===== config.mk =====
export PLATFORM = sky130hd
export DESIGN_NAME = decimating_dc_blocker_core
export DESIGN_NICKNAME = d
export VERILOG_FILES = /design/src/hw/rtl/ddcb_pkg.sv /design/src/hw/rtl/decimating_dc_blocker_core.sv /design/src/hw/rtl/ddcb_front.sv /design/src/hw/rtl/ddcb_queue.sv /design/src/hw/rtl/ddcb_back.sv
export VERILOG_INCLUDE_DIRS = /design/src /design/src/hw/rtl
export SDC_FILE = /design/constraint.sdc
export NUM_CORES = 1
export LEC_CHECK = 0
export BUFFER_PORTS_ARGS = -buffer_cell sky130_fd_sc_hd__buf_2
export CAP_MARGIN = 20
export CELL_PAD_IN_SITES_DETAIL_PLACEMENT = 1
export CELL_PAD_IN_SITES_GLOBAL_PLACEMENT = 2
export CORE_MARGIN = 2
export CORE_UTILIZATION = 30
export CTS_CLUSTER_DIAMETER = 120
export DETAILED_ROUTE_END_ITERATION = 10
export PLACE_DENSITY = 0.62
export SLEW_MARGIN = 40
export SYNTH_ARGS = -nofsm -noshare
export SYNTH_HDL_FRONTEND = slang
export SYNTH_SLANG_ARGS = --single-unit

===== constraint.sdc =====
create_clock -name aclk -period 12.45 [get_ports aclk]
set_clock_uncertainty 0.1 [all_clocks]
set_input_delay 0.6225 -clock aclk [delete_from_list [all_inputs] [get_ports aclk]]
set_output_delay 0.6225 -clock aclk [all_outputs]
set_load 0.05 [all_outputs]

===== src/hw/rtl/decimating_dc_blocker_core_defines.svh =====
// Assertion helpers shared by the DC blocker RTL.
// Each expects aclk and aresetn in the enclosing scope.
`ifndef DECIMATING_DC_BLOCKER_CORE_DEFINES_SVH
`define DECIMATING_DC_BLOCKER_CORE_DEFINES_SVH

// Property that must hold at every edge out of reset
`define DDCB_ASSERT_NOW(name, expr, msg) \
    name: assert property (@(posedge aclk) disable iff (!aresetn) (expr)) \
        else $error(msg);

// Property that must hold in the cycle after the antecedent
`define DDCB_ASSERT_NEXT(name, ante, cons, msg) \
    name: assert property (@(posedge aclk) disable iff (!aresetn) (ante) |=> (cons)) \
        else $error(msg);

`endif


===== src/hw/rtl/ddcb_pkg.sv =====
`timescale 1ns / 1ps

package ddcb_pkg;

    // Field and state widths
    localparam int SAMPLE_W = 16;
    localparam int DEC_W    = 7;
    localparam int SHIFT_W  = 4;
    localparam int COUNT_W  = 6;
    localparam int SUM_W    = 22;
    localparam int ACC_W    = 32;

    // Configuration port
    localparam int CFG_INDEX_W = 1;
    localparam int CFG_DATA_W  = DEC_W;
    localparam logic [CFG_INDEX_W-1:0] REG_DECIMATION = 1'd0;
    localparam logic [CFG_INDEX_W-1:0] REG_SHIFT_BITS = 1'd1;

    // Register reset values and decimation limits
    localparam logic [DEC_W-1:0]   DEC_RESET   = 7'd8;
    localparam logic [DEC_W-1:0]   DEC_MIN     = 7'd1;
    localparam logic [DEC_W-1:0]   DEC_MAX     = 7'd64;
    localparam logic [SHIFT_W-1:0] SHIFT_RESET = 4'd0;

    // Filter coefficient 0.995 in Q0.16, kept positive with a spare sign bit
    localparam int               COEF_W   = 17;
    localparam logic [COEF_W-1:0] COEF_Q16 = 17'd65208;
    localparam int               COEF_FRAC = 16;
    localparam int               PROD_W    = ACC_W + COEF_W;

    // Saturation limits
    localparam logic [SAMPLE_W-1:0] SAT_POS = 16'h7FFF;
    localparam logic [SAMPLE_W-1:0] SAT_NEG = 16'h8000;

    // Queue between grouping and filter
    localparam int DEF_QUEUE_DEPTH = 2;

    typedef logic signed [SAMPLE_W-1:0] sample_t;
    typedef logic signed [SUM_W-1:0]    group_x_t;
    typedef logic signed [ACC_W-1:0]    acc_t;

endpackage


===== src/hw/rtl/decimating_dc_blocker_core.sv =====
// Decimating DC blocker: sums groups of samples, shifts, then high-pass filters.
// A group-ending beat goes into the queue, then the output register behind m_valid.
// Throughput: one input beat per cycle unless a group-ending beat finds the queue
// full; one result per group, from a combinational multiply, add, saturate loop.
// Reset (synchronous, aresetn low): sums, counts, filter state and queue clear,
// decimation returns to 8 and shift_bits to 0; ready again the next cycle.
`timescale 1ns / 1ps

module decimating_dc_blocker_core #(
    parameter int QUEUE_DEPTH = ddcb_pkg::DEF_QUEUE_DEPTH
) (
    input  logic                                aclk,
    input  logic                                aresetn,
    input  logic                                s_valid,
    output logic                                s_ready,
    input  ddcb_pkg::sample_t                   s_sample_in,
    output logic                                m_valid,
    input  logic                                m_ready,
    output ddcb_pkg::sample_t                   m_sample_out,
    output logic                                m_clipped,
    input  logic                                cfg_valid,
    output logic                                cfg_ready,
    input  logic [ddcb_pkg::CFG_INDEX_W-1:0]    cfg_index,
    input  logic [ddcb_pkg::CFG_DATA_W-1:0]     cfg_data
);
    import ddcb_pkg::*;

    logic     fq_valid, fq_ready;
    group_x_t fq_x;
    logic     qb_valid, qb_ready;
    group_x_t qb_x;

    // Grouping and shift
    ddcb_front u_front (
        .aclk        (aclk),
        .aresetn     (aresetn),
        .s_valid     (s_valid),
        .s_ready     (s_ready),
        .s_sample_in (s_sample_in),
        .cfg_valid   (cfg_valid),
        .cfg_ready   (cfg_ready),
        .cfg_index   (cfg_index),
        .cfg_data    (cfg_data),
        .q_valid     (fq_valid),
        .q_x         (fq_x),
        .q_ready     (fq_ready)
    );

    // Decoupling queue
    ddcb_queue #(
        .DEPTH (QUEUE_DEPTH)
    ) u_queue (
        .aclk      (aclk),
        .aresetn   (aresetn),
        .in_valid  (fq_valid),
        .in_ready  (fq_ready),
        .in_x      (fq_x),
        .out_valid (qb_valid),
        .out_ready (qb_ready),
        .out_x     (qb_x)
    );

    // DC-blocking filter and output register
    ddcb_back u_back (
        .aclk         (aclk),
        .aresetn      (aresetn),
        .q_valid      (qb_valid),
        .q_ready      (qb_ready),
        .q_x          (qb_x),
        .m_valid      (m_valid),
        .m_ready      (m_ready),
        .m_sample_out (m_sample_out),
        .m_clipped    (m_clipped)
    );

endmodule


===== src/hw/rtl/ddcb_front.sv =====
`timescale 1ns / 1ps
`include "decimating_dc_blocker_core_defines.svh"

module ddcb_front (
    input  logic                                aclk,
    input  logic                                aresetn,
    input  logic                                s_valid,
    output logic                                s_ready,
    input  ddcb_pkg::sample_t                   s_sample_in,
    input  logic                                cfg_valid,
    output logic                                cfg_ready,
    input  logic [ddcb_pkg::CFG_INDEX_W-1:0]    cfg_index,
    input  logic [ddcb_pkg::CFG_DATA_W-1:0]     cfg_data,
    output logic                                q_valid,
    output ddcb_pkg::group_x_t                  q_x,
    input  logic                                q_ready
);
    import ddcb_pkg::*;

    logic [DEC_W-1:0]   dec_reg, dec_next;
    logic [SHIFT_W-1:0] shift_reg, shift_next;
    group_x_t           group_sum_reg, group_sum_next;
    logic [COUNT_W-1:0] count_reg, count_next;

    logic [DEC_W-1:0]   dec_eff;
    logic [DEC_W-1:0]   count_inc;
    logic               group_end;
    logic               accept;
    group_x_t           sum_total;

    // Clamp decimation into 1..64
    always_comb begin
        if (dec_reg == '0) begin
            dec_eff = DEC_MIN;
        end else if (dec_reg > DEC_MAX) begin
            dec_eff = DEC_MAX;
        end else begin
            dec_eff = dec_reg;
        end
    end

    // Group completes when this beat brings the count up to the decimation
    assign count_inc = {1'b0, count_reg} + DEC_W'(1);
    assign group_end = (count_inc >= dec_eff);

    // Only a group-ending beat needs room in the queue
    assign s_ready   = !group_end || q_ready;
    assign accept    = s_valid && s_ready;
    assign sum_total = group_sum_reg + group_x_t'(s_sample_in);

    assign q_valid   = s_valid && group_end;
    assign q_x       = sum_total >>> shift_reg;

    assign cfg_ready = 1'b1;

    // Accumulator and counter
    always_comb begin
        group_sum_next = group_sum_reg;
        count_next     = count_reg;
        if (accept) begin
            if (group_end) begin
                group_sum_next = '0;
                count_next     = '0;
            end else begin
                group_sum_next = sum_total;
                count_next     = count_inc[COUNT_W-1:0];
            end
        end
    end

    // Register writes
    always_comb begin
        dec_next   = dec_reg;
        shift_next = shift_reg;
        if (cfg_valid) begin
            unique case (cfg_index)
                REG_DECIMATION: begin
                    dec_next = cfg_data;
                end
                REG_SHIFT_BITS: begin
                    shift_next = cfg_data[SHIFT_W-1:0];
                end
                default: begin
                    dec_next = dec_reg;
                end
            endcase
        end
    end

    always_ff @(posedge aclk) begin
        if (!aresetn) begin
            dec_reg       <= DEC_RESET;
            shift_reg     <= SHIFT_RESET;
            group_sum_reg <= '0;
            count_reg     <= '0;
        end else begin
            dec_reg       <= dec_next;
            shift_reg     <= shift_next;
            group_sum_reg <= group_sum_next;
            count_reg     <= count_next;
        end
    end

    `DDCB_ASSERT_NEXT(a_group_restarts, accept && group_end, (count_reg == '0) && (group_sum_reg == '0), "group state not cleared after group end")

endmodule


===== src/hw/rtl/ddcb_queue.sv =====
`timescale 1ns / 1ps
`include "decimating_dc_blocker_core_defines.svh"

module ddcb_queue #(
    parameter int DEPTH = ddcb_pkg::DEF_QUEUE_DEPTH  // 2 or more
) (
    input  logic                aclk,
    input  logic                aresetn,
    input  logic                in_valid,
    output logic                in_ready,
    input  ddcb_pkg::group_x_t  in_x,
    output logic                out_valid,
    input  logic                out_ready,
    output ddcb_pkg::group_x_t  out_x
);
    import ddcb_pkg::*;

    localparam int PTR_W = $clog2(DEPTH);
    localparam int CNT_W = $clog2(DEPTH + 1);

    group_x_t           mem_reg [DEPTH];
    logic [PTR_W-1:0]   wr_ptr_reg, wr_ptr_next;
    logic [PTR_W-1:0]   rd_ptr_reg, rd_ptr_next;
    logic [CNT_W-1:0]   count_reg, count_next;
    logic               push, pop;

    assign in_ready  = (count_reg != CNT_W'(DEPTH));
    assign out_valid = (count_reg != '0);
    assign out_x     = mem_reg[rd_ptr_reg];
    assign push      = in_valid && in_ready;
    assign pop       = out_valid && out_ready;

    // Pointer and fill bookkeeping
    always_comb begin
        wr_ptr_next = wr_ptr_reg;
        rd_ptr_next = rd_ptr_reg;
        count_next  = count_reg;
        if (push) begin
            wr_ptr_next = (wr_ptr_reg == PTR_W'(DEPTH - 1)) ? '0 : wr_ptr_reg + 1'b1;
        end
        if (pop) begin
            rd_ptr_next = (rd_ptr_reg == PTR_W'(DEPTH - 1)) ? '0 : rd_ptr_reg + 1'b1;
        end
        if (push && !pop) begin
            count_next = count_reg + 1'b1;
        end else if (pop && !push) begin
            count_next = count_reg - 1'b1;
        end
    end

    always_ff @(posedge aclk) begin
        if (!aresetn) begin
            wr_ptr_reg <= '0;
            rd_ptr_reg <= '0;
            count_reg  <= '0;
        end else begin
            wr_ptr_reg <= wr_ptr_next;
            rd_ptr_reg <= rd_ptr_next;
            count_reg  <= count_next;
        end
    end

    // Entry storage, no reset needed
    always_ff @(posedge aclk) begin
        if (push) begin
            mem_reg[wr_ptr_reg] <= in_x;
        end
    end

    `DDCB_ASSERT_NOW(a_fill_bound, count_reg <= CNT_W'(DEPTH), "queue fill above depth")
    `DDCB_ASSERT_NEXT(a_fill_grows, push && !pop, count_reg == $past(count_reg) + 1'b1, "queue fill did not grow on push")

endmodule


===== src/hw/rtl/ddcb_back.sv =====
`timescale 1ns / 1ps
`include "decimating_dc_blocker_core_defines.svh"

module ddcb_back (
    input  logic                aclk,
    input  logic                aresetn,
    input  logic                q_valid,
    output logic                q_ready,
    input  ddcb_pkg::group_x_t  q_x,
    output logic                m_valid,
    input  logic                m_ready,
    output ddcb_pkg::sample_t   m_sample_out,
    output logic                m_clipped
);
    import ddcb_pkg::*;

    group_x_t                last_input_reg, last_input_next;
    acc_t                    last_output_reg, last_output_next;
    logic                    m_valid_reg, m_valid_next;
    logic [SAMPLE_W-1:0]     sample_out_reg, sample_out_next;
    logic                    clipped_reg, clipped_next;

    logic                    take;
    logic signed [PROD_W-1:0] prod;
    logic signed [PROD_W-1:0] prod_adj;
    acc_t                    scaled;
    acc_t                    y_val;
    logic                    clip;

    // Output register frees up when empty or being drained this cycle
    assign q_ready = !m_valid_reg || m_ready;
    assign take    = q_valid && q_ready;

    // 0.995 * y_prev, truncated toward zero
    assign prod     = $signed(last_output_reg) * $signed(COEF_Q16);
    assign prod_adj = prod + $signed({{(PROD_W - COEF_FRAC){1'b0}}, {COEF_FRAC{prod[PROD_W-1]}}});
    assign scaled   = prod_adj[COEF_FRAC +: ACC_W];

    // y = x - x_prev + a*y_prev, wrapping at 32 bits
    assign y_val = acc_t'(q_x) - acc_t'(last_input_reg) + scaled;
    assign clip  = !((&y_val[ACC_W-1:SAMPLE_W-1]) || !(|y_val[ACC_W-1:SAMPLE_W-1]));

    always_comb begin
        last_input_next  = last_input_reg;
        last_output_next = last_output_reg;
        sample_out_next  = sample_out_reg;
        clipped_next     = clipped_reg;
        m_valid_next     = m_valid_reg && !m_ready;
        if (take) begin
            last_input_next  = q_x;
            last_output_next = y_val;
            clipped_next     = clip;
            m_valid_next     = 1'b1;
            if (clip) begin
                sample_out_next = y_val[ACC_W-1] ? SAT_NEG : SAT_POS;
            end else begin
                sample_out_next = y_val[SAMPLE_W-1:0];
            end
        end
    end

    always_ff @(posedge aclk) begin
        if (!aresetn) begin
            last_input_reg  <= '0;
            last_output_reg <= '0;
            m_valid_reg     <= 1'b0;
        end else begin
            last_input_reg  <= last_input_next;
            last_output_reg <= last_output_next;
            m_valid_reg     <= m_valid_next;
        end
    end

    // Result payload
    always_ff @(posedge aclk) begin
        sample_out_reg <= sample_out_next;
        clipped_reg    <= clipped_next;
    end

    assign m_valid      = m_valid_reg;
    assign m_sample_out = sample_out_reg;
    assign m_clipped    = clipped_reg;

    `DDCB_ASSERT_NEXT(a_take_gives_beat, take, m_valid_reg && (last_input_reg == $past(q_x)), "taken group did not reach the output register")

endmodule

Word-level counts from Yosys, hierarchy flattened. Memory sizes are Yosys's and may differ from the RTL's. A register that Yosys moved wholly into a read port is not among the register bits. Cells that the tools add are included.

Memories: 1. ROM bits: 0. RAM bits: 44. Logic and storage cells: 67. Output and inout bits: 20. Bits in latches: 0. Register bits after elaboration: 115.

Memories: u_queue.mem_reg (depth 2, bits a word 22, read ports 1, clocked after memory_dff 1, wr ports 1, line ddcb_queue.sv:21) `group_x_t mem_reg [DEPTH];`.

Bitwise operators: 1. Div/mod/pow operators: 0. Reductions and logical operators: 24. Equality and inequality tests: 1. Multipliers: 1. Add/subtract/negate cells: 9. Mux-type cells: 15. $lt $le $gt $ge: 2. Shifts and indexed selects: 1.

Operators by type and width (count): adder 48 x 17 -> 48 bit (1); multiplier 32 x 14 -> 46 bit (second input constant) (1); adder 32 bit (1); two-way mux 16 bit (2); subtractor 22 x 22 -> 23 bit (1); adder 22 x 16 -> 22 bit (1); two-way mux 22 bit (1); >>> shifter 22 x 4 -> 22 bit (1); AND reduction 17 bit (1); OR reduction 17 bit (1); two-way mux 7 bit (2); adder 6 x 1 -> 7 bit (second input constant) (1); greater-or-equal comparator 7 bit (1); greater-than comparator 7 bit (second input constant) (1); logical AND 1 bit (7); zero test 1 bit (7); zero test 7 bit (1); two-way mux 1 bit (7); two-way mux 6 bit (1); two-way mux 2 bit (2); AND reduction 2 bit (2); nonzero test 2 bit (2); logical OR 1 bit (3); adder 1 bit (second input constant) (2); other kinds (4) (4).

Logic depth before layout (Yosys ltp). Gate-level depths: netlist (run 1).

Depth in word-level cells: 10. Mapped depth: 50.

By module. From an unflattened synthesis (run 1), not the netlist that was laid out.

Cell total of the unflattened synthesis: 2638. Area total of the unflattened synthesis: 23714.0 sq um.

Modules (own cells, without submodules): ddcb_back (sequential area each 1611.5 sq um, instances 1, area an instance 17569.4 sq um, cells an instance 1948); ddcb_front (sequential area each 780.7 sq um, instances 1, area an instance 4322.9 sq um, cells an instance 598); ddcb_queue (sequential area each 1421.4 sq um, instances 1, area an instance 1821.7 sq um, cells an instance 92).

Least setup slack after synthesis (run 1). Ideal clock, no wire load.

Path type: register to register. Start: register u_back.last_output_reg[31]. End: register u_back.sample_out_reg[0] (netlist: u_back.m_sample_out[0]) (data pin). Setup slack: 0.708 ns. Arrival: 11.374 ns. Setup time: 0.268 ns. Required time: 12.082 ns. Clock period less this slack: 11.742 ns. Stages on the path, launching flop included: 48. Cell sequence: dfxtp_1 > inv_1 > fa_1 > inv_1 > fa_1 > fa_1 > inv_1 > fa_1 > inv_1 > fa_1 > inv_1 > fa_1 > inv_1 > ha_1 > nand2_1 > nor2_1 > and3b_1 > a22oi_1 > [... 12 more ...] > and3_1 > xor2_1 > ha_1 > o21a_1 > o211ai_1 > o21ai_2 > a311oi_4 > o2bb2ai_2 > o21a_1 > a21oi_2 > xnor2_1 > or4_1 > or4_1 > nor2_1 > and4_1 > buf_6 > buf_12 > o22ai_1.

Cells in the longest elaborated chain, start to end: 7.

RTL lines: start, declared (line ddcb_back.sv:18) `acc_t last_output_reg, last_output_next;`; start signal, assigned (line ddcb_back.sv:69) `last_output_reg <= last_output_next;`; multiplier 32 x 14 -> 46 bit * (line ddcb_back.sv:35) `assign prod = $signed(last_output_reg) * $signed(COEF_Q16);`; adder 48 x 17 -> 48 bit * (line ddcb_back.sv:36) `assign prod_adj = prod + $signed({{(PROD_W - COEF_FRAC){1'b0}}, {COEF_FRAC{prod[PROD_W-1]}}});`; adder 32 bit * (line ddcb_back.sv:40) `assign y_val = acc_t'(q_x) - acc_t'(last_input_reg) + scaled;`; OR reduction 17 bit (line ddcb_back.sv:41) `assign clip = !((&y_val[ACC_W-1:SAMPLE_W-1]) || !(|y_val[ACC_W-1:SAMPLE_W-1]));`; zero test 1 bit (line ddcb_back.sv:41); logical OR 1 bit (line ddcb_back.sv:41); two-way mux 16 bit * (line ddcb_back.sv:54) `if (clip) begin`; end signal, assigned (line ddcb_back.sv:76) `sample_out_reg <= sample_out_next;`; end, declared (line ddcb_back.sv:20) `logic [SAMPLE_W-1:0] sample_out_reg, sample_out_next;`.

Mark *: on every way between the ends. The rest lies on a longest branch, timed or not. A chain may end at the register's enable or synchronous reset.

Worst setup path in the final report (run 1).
Start: register u_back.last_output_reg[7]. End: register u_back.sample_out_reg[5] (netlist: u_back.m_sample_out[5]) (data pin).

Same word-level chain as after synthesis.

==> results of run 1 <==
==> cell usage after synthesis, drive strengths merged (42+ instances only) <==
| cell | count | area share [%] |
|---|---|---|
| a21o | 73 | 2.4 |
| a21oi | 163 | 3.7 |
| a22oi | 42 | 1.4 |
| clkbuf | 46 | 0.76 |
| dfxtp | 99 | 8.8 |
| edfxtp | 61 | 8.1 |
| fa | 261 | 23 |
| ha | 263 | 15 |
| inv | 476 | 7.9 |
| nand2 | 193 | 3.2 |
| nor2 | 117 | 1.9 |
| nor2b | 42 | 1.2 |
| o21ai | 83 | 1.9 |
| xnor2 | 105 | 4.1 |
| xor2 | 59 | 2.3 |
==> layout make-up <==
class                      instances  area, µm²
multi-input combinational       1804      16900
tap                              969       1210
timing repair buffer             109        703
clock buffer                      17        425
fill                            8689      49500
inverter                         476       1830
clock inverter                    15        194
sequential                       160       3830
==> cell families (layout without fill, tap and decap cells) <==
| family | count (synthesis) | in the layout | synth area share (%) |
|---|---|---|---|
| AO/OA/AOI/OAI | 519 | 519 | 15.2 |
| adder cells (fa/ha/maj) | 526 | 526 | 37.7 |
| AND/OR/NAND/NOR | 515 | 515 | 10.8 |
| XOR/XNOR | 165 | 165 | 6.44 |
| buffers and inverters | 532 | 617 | 8.98 |
| multiplexers | 78 | 78 | 3.95 |
| other | 1 | 1 | 0.0166 |
| flip-flops | 160 | 160 | 16.8 |
==> worst min path at each step <==
stage                         startpoint                   endpoint  depth (start not counted)
2_1_floorplan  u_back.last_input_reg[10]  u_back.last_input_reg[10]                          2
3_3_place_gp   u_back.last_input_reg[19]  u_back.last_input_reg[19]                          2
3_5_place_dp   u_back.last_input_reg[15]  u_back.last_input_reg[15]                          2
4_1_cts                      cfg_data[3]         u_front.dec_reg[3]                          3
5_1_grt                          s_valid       u_front.count_reg[0]                          2
6_report                         s_valid       u_front.count_reg[0]                          2
==> layer usage <==
metal | track usage [%] | vias up
li1 | - | 8454
met1 | 25.2 | 8896
met2 | 30.7 | 152
met3 | 1.97 | 40
met4 | 3.79 | 0
met5 | 0 | -
==> what timing repair did <==
item                                    CTS  global route
buffers inserted                          0            23
resized for setup                         0            43
endpoints found under the setup margin    0            19
==> stage by stage <==
| stage | instances | instance area (µm²) |
|---|---|---|
| floorplan | 2496 | 22600 |
| global placement | 3495 | 24100 |
| detailed placement | 3495 | 24100 |
| CTS | 3527 | 24800 |
| global route | 3550 | 25100 |
| finish | 3550 | 25100 |
==> flow_summary.rst, run 1 <==
.. list-table::
   :header-rows: 1

   * - Metric
     - Value
   * - Run status
     - finished, final reports clean
   * - Endpoint arrival time on the critical path
     - 12.01 ns
   * - Placeable core region
     - 74600 µm²
   * - Initial core utilization
     - 30.4%
   * - Number of port buffers
     - 47
   * - Setup slack after placement
     - 0.0613 ns
   * - Min Tclk post-route
     - 11.89 ns
   * - Maximum level of the CTS H-tree
     - 4
   * - Number of violations of the max-capacitance limit
     - 0
   * - Clock sinks
     - 160
   * - DRT met1 WL
     - 33.5 mm
   * - Cell with the biggest individual delay on the critical path
     - sky130_fd_sc_hd__fa_1
   * - Number of hold buffers added after CTS
     - 0
   * - Endpoint of the worst setup timing path
     - u_back.m_sample_out[5]
   * - Met2 wire len
     - 33.0 mm
   * - Total inserted antenna cells
     - 0
   * - Mapped Area
     - 22600 µm²
   * - Global-route wire length before repair
     - 110 mm
   * - Global routing usage summed across all routing layers
     - 18.2%
   * - Predominant post-synthesis flop cell
     - sky130_fd_sc_hd__dfxtp_1
   * - Instance count on the critical path
     - 44
   * - Largest net degree at the start of global routing
     - 65
   * - Path type of the worst min-delay path
     - input port to flip-flop
   * - Area enclosed by the die boundary
     - 77700 µm²
   * - Layout Area Growth over Synthesis
     - 10.8%
   * - Number of top-level pins
     - 49
   * - Cell count after synthesis
     - 2496
   * - Die span in x
     - 279 µm
   * - Buffer levels on the longest clock path
     - 2
   * - Post-synthesis register bit count
     - 160
   * - Number of nets in the layout
     - 3121
   * - Drt first pass iters
     - 5
   * - Most frequent standard cell in the layout excluding fill and tap cells
     - sky130_fd_sc_hd__inv_1
   * - Capturing element type of the critical path
     - flip-flop
   * - Relative max-transition margin
     - 46.7%
   * - Kind of critical path
     - flip-flop to flip-flop
   * - Clock latency on the worst-skew pair
     - 0.50 ns
   * - Most frequent cells in the layout
     - sky130_fd_sc_hd__inv_1 (461), sky130_fd_sc_hd__ha_1 (262), sky130_fd_sc_hd__fa_1 (261)
   * - CTS tree
     - built
   * - Number of hold violations in the final report
     - 0
   * - Root Buffer Master
     - sky130_fd_sc_hd__clkbuf_16
   * - Vias in the first global route
     - 19100
   * - Antenna-violating nets left
     - 0
   * - Syn. warnings
     - 0
   * - Final setup fails
     - 0
   * - Flip-flop count of the largest register, all copies and words added
     - 44
   * - Post-synth ARST share
     - 0%
   * - Final core occ
     - 33.6%
   * - Delay of the slowest cell on the worst path
     - 0.56 ns
   * - Drt first-iter violations
     - 843
   * - Worst reg-to-reg path cell count
     - 44
   * - Endpoint of the worst-slack reg-to-reg timing path
     - u_back.m_sample_out[5]
   * - Fin crit share
     - 95.5%
   * - Sequential element share of the synthesized area
     - 16.8%
   * - Global route total overflow
     - 0
   * - Routed length on met3
     - 1.38 mm
   * - Number of flops mapped to enable cells by yosys
     - 61
   * - Hold_ws
     - 0.281 ns
   * - Critical Path Start
     - u_back.last_output_reg[7]
   * - Aggregate routed wire length
     - 68.8 mm
   * - Routed wire per std cell
     - 19.4 µm
   * - Count of different cell masters after synthesis
     - 90
   * - Critical path data required time
     - 12.57 ns
   * - Top routing layer in use
     - met4
   * - Type of origin of the critical path
     - flip-flop
   * - Slew at the pin with the worst max-slew slack
     - 0.800 ns
   * - Number of buffer and inverter instances along the worst setup path
     - 7
   * - Vias per inst
     - 4.94
   * - Cell repeated most along the worst path
     - sky130_fd_sc_hd__fa_1
   * - Peak clock frequency supported by timing
     - 84.1 MHz
   * - Maximum fanout along the worst path
     - 16
   * - Number of rows in the core area
     - 100
   * - Die Ht
     - 279 µm
   * - Weighted congestion reported at the end of routability-driven placement
     - 0.845
   * - Synth Area per Inst
     - 9.07 µm²
   * - Num CTS Buffers
     - 17
   * - Register-to-register setup slack
     - 0.56 ns
   * - Setup TNS Final
     - 0 ns
   * - Share of final-layout standard cells stronger than drive strength 1
     - 10.2%
   * - Register clock-pin slew on the reported worst setup and hold paths
     - 0.09 ns
   * - Total count of max-transition violations in the final report
     - 0
   * - Antenna violations before repair
     - 0
   * - Final worst setup slack
     - 0.560 ns
   * - Total via count after detailed routing
     - 17500
   * - Dpl hpwl
     - 58.3 mm
   * - Worst r2r src
     - u_back.last_output_reg[7]
   * - Drc violations
     - 0
   * - Net Count, Synth
     - 3049
   * - Crit path max-delay family
     - adder cells
Power of run 1 is left out: the tool's default activity adds up to more than one toggle a clock period on the data nets, which glitch-free logic cannot reach.
==> run 2: changes to the inputs <==
--- a/config.mk
+++ b/config.mk
@@ -14,7 +14,7 @@
 export CORE_UTILIZATION = 30
 export CTS_CLUSTER_DIAMETER = 120
 export DETAILED_ROUTE_END_ITERATION = 10
-export PLACE_DENSITY = 0.62
+export PLACE_DENSITY_LB_ADDON = 0.05
 export SLEW_MARGIN = 40
 export SYNTH_ARGS = -nofsm -noshare
 export SYNTH_HDL_FRONTEND = slang
==> run 2 against run 1 <==
Maximum frequency increased by 1.4%. Global-route usage is 0.85 points higher. Via count shrank 0.93%. Setup slack improved by 0.17 ns. Register-to-register slack gained 0.17 ns. First-iteration DRC count fell by 19%. Count of clock-buffer cells in the layout up 2. Design area is 0.74% higher. Critical path type unchanged. Largest cell class unchanged.
==> flow_summary.rst, run 2 (synthesis results as in run 1) <==
.. list-table::
   :header-rows: 1

   * - Metric
     - Value
   * - Vias in the first global route
     - 19100
   * - Routed wire per std cell
     - 20.0 µm
   * - Share of final-layout standard cells stronger than drive strength 1
     - 10.9%
   * - Weighted congestion reported at the end of routability-driven placement
     - 0.836
   * - Total via count after detailed routing
     - 17400
   * - Drt first pass iters
     - 5
   * - Global-route wire length before repair
     - 114 mm
   * - Hold Path Cell Cnt
     - 3
   * - Drt first-iter violations
     - 684
   * - Number of hold buffers added after CTS
     - 0
   * - Top routing layer in use
     - met4
   * - Initial core utilization
     - 30.4%
   * - Root Buffer Master
     - sky130_fd_sc_hd__clkbuf_16
   * - Final worst setup slack
     - 0.727 ns
   * - Capturing element type of the critical path
     - flip-flop
   * - Number of rows in the core area
     - 100
   * - Delay of the slowest cell on the worst path
     - 0.55 ns
   * - Type of origin of the critical path
     - flip-flop
   * - Placeable core region
     - 74600 µm²
   * - Clock latency on the worst-skew pair
     - 0.49 ns
   * - Area enclosed by the die boundary
     - 77700 µm²
   * - Peak clock frequency supported by timing
     - 85.3 MHz
   * - Worst reg-to-reg path cell count
     - 45
   * - Antenna violations before repair
     - 0
   * - Clock sinks
     - 160
   * - Fin crit share
     - 94.2%
   * - Maximum fanout along the worst path
     - 16
   * - Number of top-level pins
     - 49
   * - Num CTS Buffers
     - 17
   * - Final setup fails
     - 0
   * - CTS tree
     - built
   * - Number of hold violations in the final report
     - 0
   * - Critical Path Start
     - u_back.last_output_reg[19]
   * - Vias per inst
     - 4.86
   * - Critical path data required time
     - 12.55 ns
   * - Global route total overflow
     - 0
   * - Path type of the worst min-delay path
     - input port to flip-flop
   * - Number of port buffers
     - 47
   * - Min Tclk post-route
     - 11.72 ns
   * - Global routing usage summed across all routing layers
     - 19.1%
   * - Kind of critical path
     - flip-flop to flip-flop
   * - Run status
     - finished, final reports clean
   * - Die Ht
     - 279 µm
   * - Setup slack after placement
     - 0.0908 ns
   * - Die span in x
     - 279 µm
   * - Total inserted antenna cells
     - 0
   * - Drc violations
     - 0
   * - Largest net degree at the start of global routing
     - 65
   * - Routed length on met3
     - 1.05 mm
   * - Worst hold path startpoint
     - cfg_data[3]
   * - Number of violations of the max-capacitance limit
     - 0
   * - Relative max-transition margin
     - 49.5%
   * - Antenna-violating nets left
     - 0
   * - Number of nets in the layout
     - 3146
   * - Met2 wire len
     - 34.2 mm
   * - Buffer levels on the longest clock path
     - 2
   * - Most frequent cells in the layout
     - sky130_fd_sc_hd__inv_1 (462), sky130_fd_sc_hd__ha_1 (262), sky130_fd_sc_hd__fa_1 (261)
   * - Cell with the biggest individual delay on the critical path
     - sky130_fd_sc_hd__fa_1
   * - DRT met1 WL
     - 35.5 mm
   * - Aggregate routed wire length
     - 71.5 mm
   * - Most frequent standard cell in the layout excluding fill and tap cells
     - sky130_fd_sc_hd__inv_1
   * - Endpoint arrival time on the critical path
     - 11.82 ns
   * - Slew at the pin with the worst max-slew slack
     - 0.756 ns
   * - Dpl hpwl
     - 61.0 mm
   * - Setup TNS Final
     - 0 ns
   * - Worst r2r src
     - u_back.last_output_reg[19]
   * - Flip-flop count of the largest register, all copies and words added
     - 44
   * - Maximum level of the CTS H-tree
     - 4
   * - Cell repeated most along the worst path
     - sky130_fd_sc_hd__fa_1
   * - Layout Area Growth over Synthesis
     - 11.6%
   * - Register clock-pin slew on the reported worst setup and hold paths
     - 0.07 ns
   * - Total count of max-transition violations in the final report
     - 0
[run 2: cell count changes in the layout (fill, tap and decap cells not counted), sizes merged]
cell	before	now
clkbuf	17	19
clkinv	7	2
bufinv	0	2
buf	109	134
inv	473	475
clkinvlp	11	10
[run 2: path summary, 6_finish.rpt]
| kind | endpoint | slack, ns |
|---|---|---|
| max | u_back.m_sample_out[12] | 0.73 |
| min | u_front.dec_reg[3] | 0.27 |
| max reg2reg | u_back.m_sample_out[12] | 0.73 |
| min reg2reg | u_back.last_input_reg[8] | 0.36 |
[run 2: repair_timing]
item / 4_1_cts / 5_1_grt
gates resized for setup: 0 / 43
endpoints found under the setup margin: 0 / 19
endpoints found under the hold margin: 0 / 0
setup buffers: 0 / 30
[run 2: layout make-up]
cell class	count	area, µm²
Tap cell	969	1210
Clock buffer	19	433
Multi-Input combinational cell	1804	16900
Inverter	476	1820
Timing Repair Buffer	134	900
Sequential cell	160	3830
Clock inverter	13	166
Fill cell	8622	49300
[run 2: critical path: cells and delay by family (launching register included)]
| kind | cells | cell delay [ns] |
|---|---|---|
| AO/OA/AOI/OAI | 15 | 2.95 |
| adder cells (fa/ha/maj) | 10 | 4.34 |
| buffers and inverters | 9 | 1.22 |
| XOR/XNOR | 2 | 0.42 |
| AND/OR/NAND/NOR | 9 | 1.92 |
| flip-flops | 1 | 0.46 |
[run 2: per-layer routing]
metal,vias up,GRT usage [%]
li1,8486,-
met1,8732,26.6
met2,120,32.1
met4,0,3.54
met3,40,2.06
met5,-,0
[run 2: per-stage QoR]
| step | util (%) | instance area (µm²) | std cells | hold slack (ns) |
|---|---|---|---|---|
| after floorplan | - | 22600 | 2496 | 0.336 |
| after global placement | 32.6 | 24300 | 3513 | 0.344 |
| after detailed placement | 32.6 | 24300 | 3513 | 0.351 |
| after CTS | 33.4 | 24900 | 3545 | 0.221 |
| after global routing | 33.9 | 25300 | 3575 | 0.260 |
| final | 33.9 | 25300 | 3575 | 0.274 |
Power of run 2 is left out for the same reason.
